### src/rtl/kmpe_pkg.sv
package kmpe_pkg;

  // Matrix geometry.
  localparam int unsigned COLUMNS = 6;
  localparam int unsigned ROWS    = 10;

  // Field widths of the channels.
  localparam int unsigned ROW_W   = 4;
  localparam int unsigned LEVEL_W = 6;
  localparam int unsigned CODE_W  = 8;
  localparam int unsigned COL_W   = (COLUMNS > 1) ? $clog2(COLUMNS) : 1;

  // Row whose codes past column 0 get the coupler nibble, not the table value.
  localparam logic [ROW_W-1:0] COUPLER_ROW  = ROW_W'(4);
  localparam logic [3:0]       COUPLER_CODE = 4'hA;

  // Press job queue between the front and back parts.
  localparam int unsigned QDEPTH = 4;
  localparam int unsigned QPTR_W = $clog2(QDEPTH);
  localparam int unsigned QCNT_W = $clog2(QDEPTH + 1);

  // One row with at least one new press, as handed to the back part.
  typedef struct packed {
    logic [ROW_W-1:0]   row;
    logic [COLUMNS-1:0] press;
  } kmpe_job_t;

  // Queue occupancy status seen by both sides.
  typedef struct packed {
    logic full;
    logic empty;
  } kmpe_q_stat_t;

  // Low nibble code of each drive line.
  function automatic logic [3:0] row_code(input logic [ROW_W-1:0] row);
    logic [3:0] code;
    case (row)
      ROW_W'(0): code = 4'h3;
      ROW_W'(1): code = 4'h2;
      ROW_W'(2): code = 4'h4;
      ROW_W'(3): code = 4'h5;
      ROW_W'(4): code = 4'hF;
      ROW_W'(5): code = 4'h7;
      ROW_W'(6): code = 4'h6;
      ROW_W'(7): code = 4'h9;
      ROW_W'(8): code = 4'h8;
      ROW_W'(9): code = 4'h1;
      default:   code = 4'h0;
    endcase
    return code;
  endfunction

  // Knob code of one switch. Column 0 takes the row code in its upper nibble.
  function automatic logic [CODE_W-1:0] knob_code(input logic [COL_W-1:0] col,
                                                  input logic [ROW_W-1:0] row);
    logic [CODE_W-1:0] code;
    logic [3:0]        low;
    logic [CODE_W-1:0] upper;
    low   = (row == COUPLER_ROW) ? COUPLER_CODE : row_code(row);
    upper = CODE_W'({col, 4'h0});
    if (col == '0) begin
      code = {row_code(row), 4'h0};
    end else begin
      code = upper + CODE_W'(low);
    end
    return code;
  endfunction

endpackage

### src/rtl/kmpe_if.sv
interface kmpe_in_if import kmpe_pkg::*; ();
  logic               valid;
  logic               ready;
  logic [ROW_W-1:0]   row_index;
  logic [LEVEL_W-1:0] column_levels;

  modport source (output valid, output row_index, output column_levels, input ready);
  modport sink   (input valid, input row_index, input column_levels, output ready);
endinterface

interface kmpe_out_if import kmpe_pkg::*; ();
  logic              valid;
  logic              ready;
  logic [CODE_W-1:0] knob_code;
  logic              last_code;

  modport source (output valid, output knob_code, output last_code, input ready);
  modport sink   (input valid, input knob_code, input last_code, output ready);
endinterface

### src/rtl/kmpe_front.sv
module kmpe_front import kmpe_pkg::*; (
  input  logic         clk_i,
  input  logic         rst_ni,
  kmpe_in_if.sink      in_i,
  input  kmpe_q_stat_t stat_i,
  output logic         push_o,
  output kmpe_job_t    push_data_o
);

  logic [COLUMNS-1:0] flags_q [ROWS];
  logic [COLUMNS-1:0] levels;
  logic [COLUMNS-1:0] cur_flags;
  logic [COLUMNS-1:0] press;
  logic               row_ok;
  logic               accept;

  // Columns beyond the sense lines read as closed.
  for (genvar i = 0; i < COLUMNS; i++) begin : g_lev
    if (i < LEVEL_W) begin : g_real
      assign levels[i] = in_i.column_levels[i];
    end else begin : g_pad
      assign levels[i] = 1'b0;
    end
  end

  assign row_ok    = (in_i.row_index < ROW_W'(ROWS));
  assign cur_flags = row_ok ? flags_q[in_i.row_index] : '1;
  assign press     = ~levels & cur_flags;

  assign in_i.ready = !stat_i.full;
  assign accept     = in_i.valid && in_i.ready;

  assign push_o            = accept && row_ok && (press != '0);
  assign push_data_o.row   = in_i.row_index;
  assign push_data_o.press = press;

  // After a scan every open column is released and every closed one pressed.
  always_ff @(posedge clk_i or negedge rst_ni) begin
    if (!rst_ni) begin
      for (int r = 0; r < ROWS; r++) begin
        flags_q[r] <= '1;
      end
    end else if (accept && row_ok) begin
      flags_q[in_i.row_index] <= levels;
    end
  end

endmodule

### src/rtl/kmpe_queue.sv
module kmpe_queue import kmpe_pkg::*; (
  input  logic         clk_i,
  input  logic         rst_ni,
  input  logic         push_i,
  input  kmpe_job_t    push_data_i,
  input  logic         pop_i,
  output kmpe_job_t    pop_data_o,
  output kmpe_q_stat_t stat_o
);

  kmpe_job_t         mem_q [QDEPTH];
  logic [QPTR_W-1:0] wr_ptr_q, wr_ptr_d;
  logic [QPTR_W-1:0] rd_ptr_q, rd_ptr_d;
  logic [QCNT_W-1:0] cnt_q, cnt_d;

  assign stat_o.full  = (cnt_q == QCNT_W'(QDEPTH));
  assign stat_o.empty = (cnt_q == '0);
  assign pop_data_o   = mem_q[rd_ptr_q];

  always_comb begin
    wr_ptr_d = push_i ? wr_ptr_q + 1'b1 : wr_ptr_q;
    rd_ptr_d = pop_i ? rd_ptr_q + 1'b1 : rd_ptr_q;
    cnt_d    = cnt_q;
    if (push_i && !pop_i) begin
      cnt_d = cnt_q + 1'b1;
    end else if (pop_i && !push_i) begin
      cnt_d = cnt_q - 1'b1;
    end
  end

  always_ff @(posedge clk_i or negedge rst_ni) begin
    if (!rst_ni) begin
      wr_ptr_q <= '0;
      rd_ptr_q <= '0;
      cnt_q    <= '0;
    end else begin
      wr_ptr_q <= wr_ptr_d;
      rd_ptr_q <= rd_ptr_d;
      cnt_q    <= cnt_d;
    end
  end

  always_ff @(posedge clk_i) begin
    if (push_i) begin
      mem_q[wr_ptr_q] <= push_data_i;
    end
  end

  a_no_overflow: assert property (@(posedge clk_i) disable iff (!rst_ni)
    push_i && !pop_i |-> !stat_o.full)
    else $error("job pushed into a full queue");

  a_no_underflow: assert property (@(posedge clk_i) disable iff (!rst_ni)
    pop_i |-> !stat_o.empty)
    else $error("job popped from an empty queue");

  a_cnt_bound: assert property (@(posedge clk_i) disable iff (!rst_ni)
    cnt_q <= QCNT_W'(QDEPTH))
    else $error("queue count beyond its depth");

endmodule

### src/rtl/kmpe_back.sv
module kmpe_back import kmpe_pkg::*; (
  input  logic         clk_i,
  input  logic         rst_ni,
  input  kmpe_q_stat_t stat_i,
  input  kmpe_job_t    pop_data_i,
  output logic         pop_o,
  kmpe_out_if.source   out_o
);

  logic               busy_q, busy_d;
  logic [ROW_W-1:0]   row_q, row_d;
  logic [COLUMNS-1:0] mask_q, mask_d;
  logic               out_valid_q, out_valid_d;
  logic [CODE_W-1:0]  code_q, code_d;
  logic               last_q, last_d;
  logic [COL_W-1:0]   col;
  logic [COLUMNS-1:0] rest;
  logic               emit;

  // Lowest pending column.
  always_comb begin
    col = '0;
    for (int i = COLUMNS - 1; i >= 0; i--) begin
      if (mask_q[i]) begin
        col = COL_W'(i);
      end
    end
  end

  assign rest  = mask_q & (mask_q - 1'b1);
  assign emit  = busy_q && (!out_valid_q || out_o.ready);
  assign pop_o = !busy_q && !stat_i.empty;

  always_comb begin
    busy_d      = busy_q;
    row_d       = row_q;
    mask_d      = mask_q;
    out_valid_d = out_valid_q;
    code_d      = code_q;
    last_d      = last_q;
    if (out_o.ready) begin
      out_valid_d = 1'b0;
    end
    if (emit) begin
      out_valid_d = 1'b1;
      code_d      = knob_code(col, row_q);
      last_d      = (rest == '0);
      mask_d      = rest;
      busy_d      = (rest != '0);
    end else if (pop_o) begin
      busy_d = 1'b1;
      row_d  = pop_data_i.row;
      mask_d = pop_data_i.press;
    end
  end

  always_ff @(posedge clk_i or negedge rst_ni) begin
    if (!rst_ni) begin
      busy_q      <= 1'b0;
      out_valid_q <= 1'b0;
    end else begin
      busy_q      <= busy_d;
      out_valid_q <= out_valid_d;
    end
  end

  always_ff @(posedge clk_i) begin
    row_q  <= row_d;
    mask_q <= mask_d;
    code_q <= code_d;
    last_q <= last_d;
  end

  assign out_o.valid     = out_valid_q;
  assign out_o.knob_code = code_q;
  assign out_o.last_code = last_q;

  a_busy_has_work: assert property (@(posedge clk_i) disable iff (!rst_ni)
    busy_q |-> mask_q != '0)
    else $error("serializer busy with no pending column");

  a_last_ends_job: assert property (@(posedge clk_i) disable iff (!rst_ni)
    emit && rest == '0 |=> !busy_q && out_o.last_code)
    else $error("final code of a row not flagged as last");

endmodule

### src/rtl/key_matrix_press_encoder_unit.sv
// Key matrix press encoder.
// The in_i channel takes one scanned row per transfer: row_index and the
// column_levels of that row, where a low level means a closed switch. The
// out_o channel gives one transfer per newly pressed switch: its knob_code
// and last_code, which is set on the final code that a row produced.
// Codes of one row leave in column order, lowest column first.
// The front part keeps one released bit per switch and compares the row
// against it in the cycle of the transfer; a row with new presses becomes a
// job in a four-entry queue. The back part takes one job at a time and
// emits one code per cycle, unless out_o stalls, into an output register.
// A row's first code passes the queue, the back part's job registers and
// the output register. The back part takes no new job until it has
// emitted the last code of the current one. A row with no new press or an
// out-of-range row number is accepted by the front and adds no job.
// The front accepts a row in every cycle in which the queue has room.
// Reset marks every switch released and empties the queue and output.
// When the receiver stalls, the output register holds its code, the back
// part waits, the queue fills, and only then does in_i drop ready.
module key_matrix_press_encoder_unit import kmpe_pkg::*; (
  input  logic       clk_i,
  input  logic       rst_ni,
  kmpe_in_if.sink    in_i,
  kmpe_out_if.source out_o
);

  kmpe_q_stat_t stat;
  logic         push;
  logic         pop;
  kmpe_job_t    push_data;
  kmpe_job_t    pop_data;

  // Classify each scanned row and track switch state.
  kmpe_front u_front (
    .clk_i       (clk_i),
    .rst_ni      (rst_ni),
    .in_i        (in_i),
    .stat_i      (stat),
    .push_o      (push),
    .push_data_o (push_data)
  );

  // Decouple row scanning from code output.
  kmpe_queue u_queue (
    .clk_i       (clk_i),
    .rst_ni      (rst_ni),
    .push_i      (push),
    .push_data_i (push_data),
    .pop_i       (pop),
    .pop_data_o  (pop_data),
    .stat_o      (stat)
  );

  // Serialize the pressed columns of a job into knob codes.
  kmpe_back u_back (
    .clk_i      (clk_i),
    .rst_ni     (rst_ni),
    .stat_i     (stat),
    .pop_data_i (pop_data),
    .pop_o      (pop),
    .out_o      (out_o)
  );

endmodule
### src/flat_wrapper.sv
// flat-port wrapper written by rule: the top's interface ports become plain ports
module key_matrix_press_encoder_unit_flat import kmpe_pkg::*;
  (clk_i, rst_ni, in_i_valid, in_i_row_index, in_i_column_levels, in_i_ready, out_o_valid, out_o_knob_code, out_o_last_code, out_o_ready);
  kmpe_in_if in_i_i ();
  kmpe_out_if out_o_i ();
  input  logic clk_i;
  input  logic rst_ni;
  input wire logic [$bits(in_i_i.valid)-1:0] in_i_valid;
  input wire logic [$bits(in_i_i.row_index)-1:0] in_i_row_index;
  input wire logic [$bits(in_i_i.column_levels)-1:0] in_i_column_levels;
  output wire logic [$bits(in_i_i.ready)-1:0] in_i_ready;
  output wire logic [$bits(out_o_i.valid)-1:0] out_o_valid;
  output wire logic [$bits(out_o_i.knob_code)-1:0] out_o_knob_code;
  output wire logic [$bits(out_o_i.last_code)-1:0] out_o_last_code;
  input wire logic [$bits(out_o_i.ready)-1:0] out_o_ready;
  assign in_i_i.valid = in_i_valid;
  assign in_i_i.row_index = in_i_row_index;
  assign in_i_i.column_levels = in_i_column_levels;
  assign in_i_ready = in_i_i.ready;
  assign out_o_valid = out_o_i.valid;
  assign out_o_knob_code = out_o_i.knob_code;
  assign out_o_last_code = out_o_i.last_code;
  assign out_o_i.ready = out_o_ready;
  key_matrix_press_encoder_unit u_core (.clk_i(clk_i), .rst_ni(rst_ni), .in_i(in_i_i), .out_o(out_o_i));
endmodule
### config.mk
export PLATFORM = sky130hd
export DESIGN_NAME = key_matrix_press_encoder_unit_flat
export DESIGN_NICKNAME = d
export VERILOG_FILES = /design/src/rtl/kmpe_pkg.sv /design/src/rtl/kmpe_if.sv /design/src/rtl/kmpe_front.sv /design/src/rtl/kmpe_queue.sv /design/src/rtl/kmpe_back.sv /design/src/rtl/key_matrix_press_encoder_unit.sv /design/src/flat_wrapper.sv
export SDC_FILE = /design/constraint.sdc
export NUM_CORES = 1
export LEC_CHECK = 0
export BUFFER_PORTS_ARGS = -buffer_cell sky130_fd_sc_hd__buf_4
export CAP_MARGIN = 20
export CORE_ASPECT_RATIO = 0.7
export CORE_MARGIN = 5
export CORE_UTILIZATION = 49
export CTS_CLUSTER_DIAMETER = 120
export DETAILED_ROUTE_END_ITERATION = 8
export PLACE_DENSITY = 0.64
export SETUP_SLACK_MARGIN = 0.5
export SYNTH_ARGS = -nofsm -noshare
export SYNTH_HDL_FRONTEND = slang
export SYNTH_SLANG_ARGS = --single-unit
export TNS_END_PERCENT = 5
### constraint.sdc
create_clock -name clk_i -period 2.9 [get_ports clk_i]
set_input_delay 0.145 -clock clk_i [delete_from_list [all_inputs] [get_ports clk_i]]
set_output_delay 0.145 -clock clk_i [all_outputs]
set_load 0.05 [all_outputs]
---- After elaboration in Yosys (flattened, before gate mapping) ----
Memory sizes are Yosys's and may differ from the RTL's. A register that Yosys moved wholly into a read port is not among the register bits.
Index checks and enable logic that the tools add are counted.
operators by class
  eq/ne operators ......................... 2
  order comparisons ....................... 3
  muxes and demuxes ....................... 28
  bitwise gates (word level) .............. 5
  reduce and logical (&&, ||, !) cells .... 24
  add/sub/neg operators ................... 6
operator list
  cell                   number
  $bwmux W60             1
  $mux W6                6
  $bmux W6 S4            1
  $demux W6 S4           1
  $mux W3                8
  $mux W4                4
  $and A6 B6 Y6          2
  $reduce_bool A6 Y1     2
  $add A7 B4 Y8          1
  $logic_and A1 B1 Y1    8
  $mux W8                1
  $logic_not A1 Y1       6
  $logic_not A3 Y1       2
  $logic_not A6 Y1       1
  $mux W1                6
  $not A6 Y6             1
  $reduce_bool A2 Y1     3
  $sub A6 B1 Y6 const B  1
  $ge A5 B5 Y1 const B   1
  $lt A5 B1 Y1 const B   1
  $not A4 Y5             1
  $add A2 B1 Y2 const B  2
  $eq A4 B3 Y1 const B   1
  $lt A4 B4 Y1 const B   1
  other kinds (6)        6
word-level totals
  bits in read-only memories .............. 128
  output and inout port bits .............. 11
  bits in registers ....................... 88
  memory bits (writable) .................. 40
  input bits .............................. 14
  word-level logic and storage cells ...... 91
  memories ................................ 3
memory list
  name                  words  bits a word  read ports  clocked after Yosys merged registers in  write ports  RTL line          RTL
  (name not given)      16     4            1           1                                        0            kmpe_pkg.sv:37    case (row)
  (name not given)      16     4            1           1                                        0            kmpe_pkg.sv:37
  u_core.u_queue.mem_q  4      10           1           0                                        1            kmpe_queue.sv:11  kmpe_job_t mem_q [QDEPTH];

---- Longest topological paths before layout ----
Gate-level depths: netlist (run 1).
  depth after elaboration ................. 12
  mapped depth ............................ 13

---- Cells and area by module ----
Synthesis (run 1) repeated with hierarchy kept, for this count alone.
second synthesis, totals
  cells, all modules ...................... 379
  area total of the unflattened synthesis .. 5948.2 µm²
by module, submodules not included
  module      sequential area each (µm²)  area each (µm²)  times used  cells each
  kmpe_front  1576.5                      2936.6           1           195
  kmpe_queue  1376.3                      1840.5           1           86
  kmpe_back   700.7                       1171.1           1           98

---- Least setup slack after synthesis (run 1) ----
Ideal clock, no wire load.
  kind .................................... register to register
  start ................................... register u_core.u_front.flags_q[12] (netlist name)
  end ..................................... register u_core.u_queue.cnt_q[2]
  library setup time ...................... 79 ps
  cell stages (with the launch flop) ...... 12
  buffers on the path ..................... 0
  clock period less this slack ............ 2828 ps
  data arrival time ....................... 2749 ps
  setup slack ............................. 72 ps
  cells stage by stage .................... dfstp_2 > mux2i_1 > mux4_2 > a221o_1 > and4_4 > a31oi_4 > ha_1 > inv_1 > fa_1 > xor2_1 > nor2_1 > xor2_1
on the way
  word-level cells in the longest chain between the ends .. 10
  elaborated cells on any way between the ends .. 12
ends and longest elaborated chain
  element                                         RTL line                             RTL
  start: declaration                              kmpe_front.sv:10                     logic [COLUMNS-1:0] flags_q [ROWS];
  start signal: indexed assignment                kmpe_front.sv:44                     flags_q[in_i.row_index] <= levels;
  $bmux W6 S4 (*)                                 kmpe_front.sv:27                     assign cur_flags = row_ok ? flags_q[in_i.row_index] : '1;
  $mux W6 (not written as such) (*) (2 in a row)  kmpe_front.sv:27
  $mux W6 (*)                                     kmpe_front.sv:27
  $and A6 B6 Y6 (*)                               kmpe_front.sv:28                     assign press = ~levels & cur_flags;
  $reduce_bool A6 Y1 (*)                          kmpe_front.sv:33                     assign push_o = accept && row_ok && (press != '0);
  $logic_and A1 B1 Y1 (*)                         kmpe_front.sv:33
  via u_core.push                                 key_matrix_press_encoder_unit.sv:27  logic push;
  $logic_not A1 Y1                                kmpe_queue.sv:26                     end else if (pop_i && !push_i) begin
  $logic_and A1 B1 Y1                             kmpe_queue.sv:26
  $reduce_bool A2 Y1 (no source line)             --
  end signal: assignment                          kmpe_queue.sv:39                     cnt_q <= cnt_d;
  end: declaration                                kmpe_queue.sv:14                     logic [QCNT_W-1:0] cnt_q, cnt_d;
The timed path passes the listed nets; every way through them passes the cells marked *. The select of a mux whose other input is x is not followed.
A chain may end at the register's enable or synchronous reset.

---- Worst setup path after layout (run 1) ----
  start ................................... register u_core.u_front.flags_q[45] (netlist name)
  end ..................................... register u_core.u_queue.cnt_q[2]
The elaborated chain is that of the path after synthesis.

==> results.md, run 1 <==
* Least-Margin Pin Slew at 0.839 ns
* Final Core Density at 59.6%
* Routability cong. at 0.782
* Largest net degree at the start of global routing at 70
* Hold Crit Start: in_i_column_levels[5]
* Pwr Density at 1070 nW/um^2
* Sequential-to-total area share from yosys stat at 61.4%
* Initial antenna violation count at 0
* Setup CP Type: reg2reg
* DRT iter0 DRCs at 324
* Ports at 25
* Multi-input logic area at 2160 sq um
* Area grow syn2layout at 18.2%
* Hold Slack at 0.0394 ns
* Critical Path Sink Type: register
* Synth area leaders: edfxtp_1 (30%), dfstp_2 (26%), mux2_1 (11%), mux4_2 (6.8%), mux2i_1 (4.5%)
* Residual DRC at 0
* GR Util All Layers at 17.5%
* YS warnings at 0
* Post-synth top cells: dfstp_2 (60), mux2_1 (60), edfxtp_1 (59), mux2i_1 (27), nand2_1 (21)
* Hold Vio Cnt, Final at 0
* CTS tree: done
* Total number of vias at 3,277
* Post-Syn Instances at 390
* Final Cell Area at 7040 sq um
* Synth unique cells at 48
* Vias in the first global route at 3,404
* Reg2reg path depth at 11
* Diode count at 0
* Die X at 142 microns
* Routed length per instance at 19.6 microns
* Hold Crit Class: in2reg
* Layout cells sized above 1 at 36.9%
* Synth area leader: edfxtp_1
* Global route overflow at 0
* TritonRoute pass-1 iters at 4
* CTS Buf Count at 17
* Max cap viols at 0
* CTS root buf: clkbuf_16
* Pins Over Slew Limit at 0
* Final Cycle Share at 97.6%
* HPWL Detailed at 8.16 mm
* Worst slew margin at 44.1%
* Leakage at 2.78 nW
* FMAX at 353 MHz
* Worst-path fanout max at 2
* Mapped Nets at 414
* Routed wire length at 11.8 mm
* Post-route total power at 7.56 mW
* Worst hold stages at 2
* Share of the synthesized area in the top cell type at 29.8%
* RSZ-0062 raised after global routing: yes
* Cell area after synthesis at 5950 sq um
* Clock-pin slew on the worst setup and hold paths at 0.06 ns
* Port buffer count at 24
* R2R Path Start: u_core.u_front.flags_q[45]$_DFFE_PN1P_
* Critical Path AT at 3.16 ns
* Routed Antenna Nets at 0
* Setup TNS at 0 ns
* CTS sink cnt at 132
* Fin crit period at 2.83 ns
* Row cnt at 33
* EDFF count, synth at 59
* Layout net count at 456
* Core ar. at 11,800 sq um
* Main synth FF type: dfstp_2
* Hold endpoint: u_core.u_front.flags_q[29]$_DFFE_PN1P_
* Worst reg-to-reg setup slack at 0.07 ns
* Vias/cell at 5.44
* Synthesized flop and latch total at 132
* Worst skew pair latency at 0.41 ns
* Initial Util at 50.4%
* Peak supply drop at 0.473 mV
* Die area at 14,500 sq um
* Layout fillers at 930
* R2r endpoint: u_core.u_queue.cnt_q[2]$_DFFE_PN0P_
* Outcome: complete, no violations
* Post-DP Area at 6380 sq um
* FF+latch area at 3650 sq um
* First-pass GRT wire length at 18.9 mm
* Startpoint types: register
* Htree depth at 4
* Skew final at 0.00935 ns
* Critical Path RT at 3.23 ns
* Final Setup Violations at 0
* Ys async rst share at 52.3%
* Die span in y at 102 microns
* CTS Buffer Depth at 2
* Synthesized area per cell at 15.3 sq um
==> flip-flops by register name (all words and copies together) (netlist names), named ones only <==
name                           cells
u_core.u_front.flags_q            60
u_core.u_queue.mem_q              40
u_core.u_back.out_o.knob_code      8
u_core.u_back.mask_q               6
u_core.u_back.row_q                4
u_core.u_queue.cnt_q               3
u_core.u_queue.rd_ptr_q            2
u_core.u_queue.wr_ptr_q            2
u_core.u_back.busy_q               1
u_core.u_back.out_o.last_code      1
u_core.u_back.out_o.valid          1
==> how the worst max path moves through the flow <==
stage | start | end | slack, ns
final | u_core.u_front.flags_q[45]$_DFFE_PN1P_ | u_core.u_queue.cnt_q[2]$_DFFE_PN0P_ | 0.07
after global routing | u_core.u_front.flags_q[16]$_DFFE_PN1P_ | u_core.u_queue.cnt_q[2]$_DFFE_PN0P_ | -0.01
after CTS | u_core.u_front.flags_q[22]$_DFFE_PN1P_ | u_core.u_queue.cnt_q[2]$_DFFE_PN0P_ | 0.03
after detailed placement | in_i_row_index[1] | u_core.u_queue.cnt_q[1]$_DFFE_PN0P_ | 0.006
after global placement | u_core.u_front.flags_q[57]$_DFFE_PN1P_ | u_core.u_queue.cnt_q[2]$_DFFE_PN0P_ | 0.09
after floorplan | u_core.u_front.flags_q[15]$_DFFE_PN1P_ | u_core.u_queue.cnt_q[2]$_DFFE_PN0P_ | 0.15
==> stage by stage <==
stage / setup slack, ns / std cells
finish: 0.0703 / 602
global route: -0.0117 / 602
CTS: 0.0311 / 601
detailed placement: 0.00611 / 565
global placement: 0.0942 / 565
floorplan: 0.151 / 390
==> metal layers <==
| layer | up-vias | global-route usage [%] | part of all wire [%] |
|---|---|---|---|
| met5 | - | 0 | 0 |
| met2 | 80 | 24.5 | 43 |
| li1 | 1527 | - | - |
| met1 | 1662 | 26.7 | 50 |
| met3 | 8 | 4.26 | 6.1 |
| met4 | 0 | 5.68 | 0.86 |
==> what timing repair did <==
action                                  in CTS  in global routing
endpoints found under the hold margin       13                  0
buffers inserted                             2                  1
hold buffers                                 2                  0
gates resized for setup                      0                  8
pin swaps                                    2                  2
endpoints found under the setup margin      43                 46
==> kinds of logic (layout without fill, tap and decap cells) <==
family | count (synthesis) | in the layout | synth area share, %
AO/OA/AOI/OAI | 34 | 34 | 4.16
multiplexers | 107 | 107 | 23.1
adder cells (fa/ha/maj) | 11 | 11 | 2.40
XOR/XNOR | 6 | 6 | 0.883
AND/OR/NAND/NOR | 65 | 65 | 5.42
flip-flops | 132 | 132 | 61.4
buffers and inverters | 35 | 90 | 2.71
==> cell usage in the layout, fill, tap and decap left out, types with 4 or more instances in the layout <==
cell type	count
mux2_1	60
dfstp_2	60
edfxtp_1	59
buf_4	36
mux2i_1	26
nand2_1	21
mux4_2	18
clkbuf_16	17
inv_1	13
nor2_1	13
o21ai_1	8
ha_1	8
dfrtp_1	8
clkinv_2	5
nor3_1	4
nor2b_1	4
a221o_1	4
nand3_1	4
and3_1	4
xnor2_1	4
dfxtp_1	4
buf_12	4
==> report_power, final <==
group | switching, mW | internal [mW]
registers | 0.407 | 2.91
logic | 1.12 | 0.996
clock network | 0.790 | 1.34
total | 2.32 | 5.24
==> worst max-delay path: stages (launching register included) <==
cell     delay, ns
dfstp_2       0.53
mux2i_1       0.09
mux4_2        0.48
a221o_1       0.33
and4_4        0.21
a31oi_4       0.18
ha_4          0.17
inv_2         0.04
fa_2          0.32
xor2_1        0.14
nor2_1        0.12
xor2_1        0.15
==> area by class of cell <==
class / instances / area share (%)
multi-input combinational: 223 / 30.8
clock buffer: 17 / 6.05
sequential: 132 / 51.9
timing repair buffer: 42 / 5.26
clock inverter: 15 / 2.33
inverter: 16 / 0.854
tap: 157 / 2.79
No activity file was read; power rests on OpenSTA's default activity.
==> run 2: changes to the inputs <==
--- a/config.mk
+++ b/config.mk
@@ -13,8 +13,10 @@
 export CTS_CLUSTER_DIAMETER = 120
 export DETAILED_ROUTE_END_ITERATION = 8
 export PLACE_DENSITY = 0.64
+export RECOVER_POWER = 100
 export SETUP_SLACK_MARGIN = 0.5
 export SYNTH_ARGS = -nofsm -noshare
 export SYNTH_HDL_FRONTEND = slang
+export SYNTH_HIERARCHICAL = 1
 export SYNTH_SLANG_ARGS = --single-unit
 export TNS_END_PERCENT = 5
==> results.md, run 2 <==
* Outcome: complete, but fails checks
* Failing checks: capacitance limit, slew limit
* Startpoint types: register
* HPWL Detailed at 7.83 mm (-4.1%)
* Final Cell Area at 6930 sq um (-1.6%)
* Vias/cell at 5.57 (+2.3%)
* Peak supply drop at 0.679 mV (+44%)
* Clock-pin slew on the worst setup and hold paths at 0.05 ns (about the same)
* Routed Antenna Nets at 0 (unchanged)
* Residual DRC at 0 (unchanged)
* Worst-path fanout max at 2 (unchanged)
* FMAX at 362 MHz (+2.4%)
* Diode count at 0 (unchanged)
* Routed wire length at 11.6 mm (-1.5%)
* Top reg by flops: u_core/u_front/flags_q
* Initial antenna violation count at 0 (unchanged)
* Sequential-to-total area share from yosys stat at 61.4% (+0.065 points)
* Synthesized flop and latch total at 132 (unchanged)
* Post-DP Area at 6350 sq um (-0.51%)
* Final Cycle Share at 95.3% (-2.3 points)
* Skew final at 0.00836 ns (-0.000992 ns)
* Pwr Density at 1070 nW/um^2 (-0.75%)
* CTS tree: done
* Largest register FFs at 60 (unchanged)
* Synth unique cells at 45 (-6.3%)
* Post-synth top cells: mux2_2 (62), dfstp_2 (60), edfxtp_1 (59), nand2_1 (22)
* TritonRoute pass-1 iters at 4 (unchanged)
* Layout cells sized above 1 at 45.7% (+8.8 points)
* Ports at 25 (unchanged)
* CTS Buf Count at 17 (unchanged)
* Psw at 2.15 mW (-7.2%)
* Post-Syn Instances at 379 (-2.8%)
* Port buffer count at 24 (unchanged)
* Critical Path RT at 3.18 ns (-0.05 ns)
* Hold Slack at 0.0396 ns (+0.000148 ns)
* Critical Path AT at 3.04 ns (-0.12 ns)
* Critical Path Sink Type: register
* YS warnings at 6 (+6)
* GR Util All Layers at 17.4% (-0.049 points)
* Synthesized area per cell at 15.7 sq um (+2.8%)
* Total number of vias at 3,312 (+1.1%)
* Max cap viols at 1 (+1)
* First-pass GRT wire length at 18.8 mm (-0.51%)
* Pins Over Slew Limit at 70 (+70)
* Die span in y at 102 microns (about the same)
* Cell area after synthesis at 5950 sq um (-0.11%)
* Sequential power share at 44.0% (+0.2 points)
* Row cnt at 33 (unchanged)
* Worst slew margin at -12.4% (-56 points)
* CTS root buf: clkbuf_16
* Mapped Nets at 403 (-2.7%)
* Die area at 14,500 sq um (about the same)
* Worst skew pair latency at 0.40 ns (about the same)
* RSZ-0062 raised after global routing: yes
* DRT iter0 DRCs at 173 (-47%)
* Routability cong. at 0.846 (+8.2%)
* EDFF count, synth at 59 (unchanged)
* Clock network power share at 29.5% (+1.3 points)
* CTS sink cnt at 132 (unchanged)
* Routed length per instance at 19.5 microns (-0.35%)
* Least-Margin Pin Slew at 1.69 ns (+0.847 ns)
* Max Used Layer: met4
* Htree depth at 4 (unchanged)
* Leading cell types in the layout, fill and taps excluded: mux2_2 (62), edfxtp_1 (59), dfstp_2 (58)
* Synth area leaders: edfxtp_1 (30%), dfstp_2 (27%), mux2_2 (12%), mux4_2 (4.5%), mux4_1 (4.4%)
* Leakage at 2.62 nW (-5.8%)
* Main synth FF type: dfstp_2
* Synth area leader: edfxtp_1
* Hold Crit Class: in2reg
* Setup CP Type: reg2reg
* Largest net degree at the start of global routing at 70 (unchanged)
* Wl on met1 at 5.74 mm (-2.8%)
* Final Setup Violations at 0 (unchanged)
* Met3 routed WL at 758 microns (+6.2%)
* CTS Buffer Depth at 2 (unchanged)
* Share of the synthesized area in the top cell type at 29.8% (+0.031 points)
* Net Sw Frac at 29.1% (-1.5 points)
* Commonest non-fill, non-tap cell in the layout: mux2_2
* Area grow syn2layout at 16.4%
* Vias in the first global route at 3,344 (-1.8%)
* Core ar. at 11,800 sq um (unchanged)
* DR WL met2 at 5.06 mm (-0.47%)
* Comb power frac at 26.5% (-1.5 points)
* Die X at 142 microns (about the same)
* Ys async rst share at 52.3% (unchanged)
* Hold Vio Cnt, Final at 0 (unchanged)
* Internal Pwr Total at 5.24 mW (-0.15%)
* Fin crit period at 2.76 ns (-0.0671 ns)
* Layout net count at 449 (-1.5%)
* Initial Util at 50.4% (-0.053 points)
* Global route overflow at 0 (unchanged)
* Count leader, synth: mux2_2
==> run 2: cell count changes after synthesis, moves of 5 or more <==
cell and delta:
mux2_1 -60, mux2_2 +60, mux2i_1 -17, mux4_1 +10, o21ai_0 +9, o21ai_1 -8
clkbuf_1 -6, mux4_2 -6, a211oi_1 +5, buf_4 +5
==> run 2: path summary, 6_finish.rpt <==
| kind | start | endpoint | slack [ns] | cells after the start |
|---|---|---|---|---|
| setup / recovery | u_core/u_front/flags_q[17]$_DFFE_PN1P_ | u_core/u_queue/cnt_q[1]$_DFFE_PN0P_ | 0.14 | 10 |
| hold / removal | out_o_ready | u_core/u_back/out_o.valid$_DFFE_PN0P_ | 0.04 | 3 |
| setup reg to reg | u_core/u_front/flags_q[17]$_DFFE_PN1P_ | u_core/u_queue/cnt_q[1]$_DFFE_PN0P_ | 0.14 | 10 |
| hold reg to reg | u_core/u_queue/cnt_q[2]$_DFFE_PN0P_ | u_core/u_queue/cnt_q[2]$_DFFE_PN0P_ | 0.48 | 1 |
| max in group asynchronous | rst_ni | u_core/u_queue/cnt_q[2]$_DFFE_PN0P_ | 1.17 | 2 |
| min in group asynchronous | rst_ni | u_core/u_back/busy_q$_DFFE_PN0P_ | 0.74 | 2 |
==> run 2: through the flow <==
step           power, mW  worst slack [ns]  std cells  utilization [%]   TNS, ns
2_1_floorplan       4.72             0.318        379                -         0
5_1_grt             7.80            0.0486        595             58.6         0
3_5_place_dp        5.28           -0.0295        555             53.8   -0.0295
4_1_cts             7.53             0.140        591             59.3         0
6_report            7.38             0.137        595             58.6         0
3_3_place_gp        5.22          -0.00976        555             53.8  -0.00976
==> run 2: timing repair <==
action,in CTS,in global routing
hold buffers,1,0
setup endpoints to repair,43,42
endpoints found under the hold margin,9,0
pin swaps,6,7
setup buffers,3,4
gates resized for setup,7,1
==> run 2: area by class of cell <==
class                   instances  area, sq um
fillers                       957         4880
clock inverters                11          159
well taps                     157          196
inverters                      12         45.0
repair buffers                 44          263
flip-flops and latches        132         3650
clock buffers                  21          440
multi-input cells             218         2170
==> run 2: metal layers <==
metal,global-route usage [%],vias up
met4,6.19,0
li1,-,1523
met3,3.98,5
met1,26.6,1702
met5,0,-
met2,24.4,82
==> run 2: power groups by stage <==
| stage | registers [mW] | logic (mW) | clock network, mW |
|---|---|---|---|
| after floorplan | 3.35 | 1.38 | 0 |
| after global placement | 3.26 | 1.97 | 0 |
| after detailed placement | 3.28 | 2.00 | 0 |
| after CTS | 3.26 | 2.06 | 2.22 |
| after global routing | 3.33 | 2.15 | 2.32 |
| final | 3.25 | 1.96 | 2.18 |
==> run 2: logic make-up (layout without fill, tap and decap cells) <==
kind of cell	Yosys count	in the layout	share of synthesized area, %
and+or+nand+nor	70	70	6.12
DFF	132	132	61.4
muxes	96	96	23.0
adders and majority gates	10	10	2.23
AOI/OAI and AO/OA	36	36	3.83
xor gates and xnor gates	6	6	0.883
buffers and inverters	29	88	2.50
==> run 2: worst max-delay path, cell delays in order (launching register included) <==
cell and delay, ns:
dfstp_2 0.37, mux4_2 0.45, mux2i_1 0.22, a221oi_2 0.11, nor4_2 0.36, buf_4 0.18, a21oi_4 0.06, ha_4 0.17
inv_2 0.05, fa_2 0.41, mux2_2 0.27
==> run 3: changes to the inputs <==
--- a/config.mk
+++ b/config.mk
@@ -9,10 +9,10 @@
 export CAP_MARGIN = 20
 export CORE_ASPECT_RATIO = 0.7
 export CORE_MARGIN = 5
-export CORE_UTILIZATION = 49
+export CORE_UTILIZATION = 55
 export CTS_CLUSTER_DIAMETER = 120
 export DETAILED_ROUTE_END_ITERATION = 8
-export PLACE_DENSITY = 0.64
+export PLACE_DENSITY = 0.71
 export RECOVER_POWER = 100
 export SETUP_SLACK_MARGIN = 0.5
 export SYNTH_ARGS = -nofsm -noshare
==> results.md, run 3 (synthesized netlist as in run 2, its figures left out) <==
* Outcome: complete, but fails checks
* Failing checks: capacitance limit, slew limit
* Die X at 134 microns (-5.2%)
* Final Core Density at 64.9% (+6.3 points)
* Least-Margin Pin Slew at 1.66 ns (-0.0234 ns)
* RSZ-0062 raised after global routing: yes
* CTS root buf: clkbuf_16
* Global-route track usage on met1 at 28.0% (+1.3 points)
* Routability cong. at 0.801 (-5.3%)
* Pwr Density at 1050 nW/um^2 (-1.8%)
* Global route overflow at 0 (unchanged)
* CTS Buffer Depth at 2 (unchanged)
* Port buffer count at 24 (unchanged)
* First-pass GRT wire length at 18.2 mm (-3.1%)
* Setup TNS at 0 ns (unchanged)
* Met3 Use GR at 5.19% (+1.2 points)
* Fin crit period at 2.70 ns (-0.0634 ns)
* Slowest-stage cell, CP: mux4_2
* Core ar. at 10,500 sq um (-11%)
* CTS Buf Count at 17 (unchanged)
* CP cell instances: mux4_2 -> o22ai_1 -> a211oi_1 -> nor4_2 -> buf_4 -> a21oi_4 -> ha_4 -> inv_2 -> fa_2 -> mux2_1
* FMAX at 370 MHz (+2.3%)
* Critical Path Sink Type: register
* Initial antenna violation count at 0 (unchanged)
* Critical Path RT at 3.20 ns (+0.02 ns)
* Worst-path fanout max at 2 (unchanged)
* Peak supply drop at 0.475 mV (-30%)
* Layout cells sized above 1 at 45.8% (+0.17 points)
* Final Setup Violations at 0 (unchanged)
* Routed length per instance at 20.3 microns (+3.7%)
* Worst skew pair latency at 0.42 ns (+0.02 ns)
* Startpoint types: register
* HPWL Detailed at 7.72 mm (-1.3%)
* Critical Path AT at 3.00 ns (-0.04 ns)
* CP Buf/Inv Count at 2 (unchanged)
* Commonest non-fill, non-tap cell in the layout: mux2_2
* Total number of vias at 3,309 (-0.091%)
* Top reg by flops: u_core/u_front/flags_q
* Vias/cell at 5.87 (+5.4%)
* Initial Util at 56.8% (+6.4 points)
* Setup CP Type: reg2reg
* Row cnt at 31 (-6.1%)
* DRT iter0 DRCs at 207 (+20%)
* Layout net count at 445 (-0.89%)
* Slowest stage delay, CP at 0.47 ns (+0.02 ns)
* Layout fillers at 735 (-23%)
* Residual DRC at 0 (unchanged)
* Die area at 13,000 sq um (-10%)
* Skew final at 0.00883 ns (+0.000469 ns)
* Htree depth at 4 (unchanged)
* Hold Vio Cnt, Final at 0 (unchanged)
* Gr busiest metal: met1
* Hold Crit Class: in2reg
* Routed wire length at 11.4 mm (-1.7%)
* CTS tree: done
* Die span in y at 97.0 microns (-5.1%)
* GR Util All Layers at 18.5% (+1.1 points)
* Multi-input logic area at 2180 sq um (+0.52%)
* Cell family with most CP delay: multiplexers
* Worst slew margin at -10.8% (+1.6 points)
* Leading cell types in the layout, fill and taps excluded: mux2_2 (61), edfxtp_1 (59), dfstp_2 (58)
* Area grow syn2layout at 14.3%
* Max cap viols at 1 (unchanged)
* Vias in the first global route at 3,412 (+2.0%)
* Pins Over Slew Limit at 70 (unchanged)
* GR Util met2 at 24.8% (+0.35 points)
* Largest net degree at the start of global routing at 70 (unchanged)
* Ports at 25 (unchanged)
* Final Cycle Share at 93.1% (-2.2 points)
* CTS sink cnt at 132 (unchanged)
* Routed Antenna Nets at 0 (unchanged)
* TritonRoute pass-1 iters at 5 (+1)
* Diode count at 0 (unchanged)
* Largest register FFs at 60 (unchanged)
* FF+latch area at 3650 sq um (unchanged)
* Leakage at 2.58 nW (-1.6%)
* Clock-pin slew on the worst setup and hold paths at 0.05 ns (about the same)
* Hold Slack at 0.0249 ns (-0.0147 ns)
## run 3: timing repair
item                                    4_1_cts  5_1_grt
buffers inserted                              1        3
resized for setup                             3        6
hold buffers                                  1        0
pin swaps                                     4        8
hold endpoints to repair                      9        0
endpoints found under the setup margin       42       44
## run 3: final timing paths
check,endpoint,from,cells past startpoint,slack [ns]
setup / recovery,u_core/u_queue/cnt_q[1]$_DFFE_PN0P_,u_core/u_front/flags_q[39]$_DFFE_PN1P_,10,0.20
hold / removal,u_core/u_back/out_o.valid$_DFFE_PN0P_,out_o_ready,3,0.02
setup reg to reg,u_core/u_queue/cnt_q[1]$_DFFE_PN0P_,u_core/u_front/flags_q[39]$_DFFE_PN1P_,10,0.20
hold reg to reg,u_core/u_queue/cnt_q[2]$_DFFE_PN0P_,u_core/u_queue/cnt_q[2]$_DFFE_PN0P_,1,0.48
max in group asynchronous,u_core/u_queue/cnt_q[2]$_DFFE_PN0P_,rst_ni,2,1.21
min in group asynchronous,u_core/u_queue/rd_ptr_q[0]$_DFFE_PN0P_,rst_ni,2,0.72
## run 3: power by group
| part | switching, mW | total [mW] | internal, mW |
|---|---|---|---|
| combinational | 1.05 | 1.97 | 0.915 |
| sequential | 0.358 | 3.25 | 2.89 |
| clock | 0.737 | 1.90 | 1.17 |
## run 3: worst min-delay path, delay by kind of cell
| family | cells | cell delay (ns) |
|---|---|---|
| buffers and inverters | 1 | 0.07 |
| and+or+nand+nor | 2 | 0.18 |
## run 3: cell type report
| class | count | area share (%) |
|---|---|---|
| Sequential cell | 132 | 53.7 |
| Timing Repair Buffer | 40 | 3.42 |
| Multi-Input combinational cell | 218 | 32.1 |
| Inverter | 12 | 0.662 |
| Clock buffer | 24 | 7.25 |
| Clock inverter | 6 | 0.442 |
| Tap cell | 132 | 2.43 |
## run 3: metal layers
metal / wire [microns] / part of all wire, % / vias to the layer above
met5: 0 / 0 / -
met4: 161 / 1.4 / 0
met3: 593 / 5.2 / 16
met2: 4920 / 43 / 87
met1: 5750 / 50 / 1697
li1: - / - / 1509
## run 3: per-stage QoR
| stage | setup slack, ns | cell area, sq um | cells | power (mW) |
|---|---|---|---|---|
| floorplan | 0.318 | 5990 | 379 | 4.72 |
| global placement | 0.132 | 6310 | 529 | 5.20 |
| detailed placement | 0.0243 | 6310 | 529 | 5.30 |
| CTS | 0.132 | 6850 | 561 | 7.23 |
| global route | 0.0642 | 6800 | 564 | 7.49 |
| finish | 0.201 | 6800 | 564 | 7.12 |
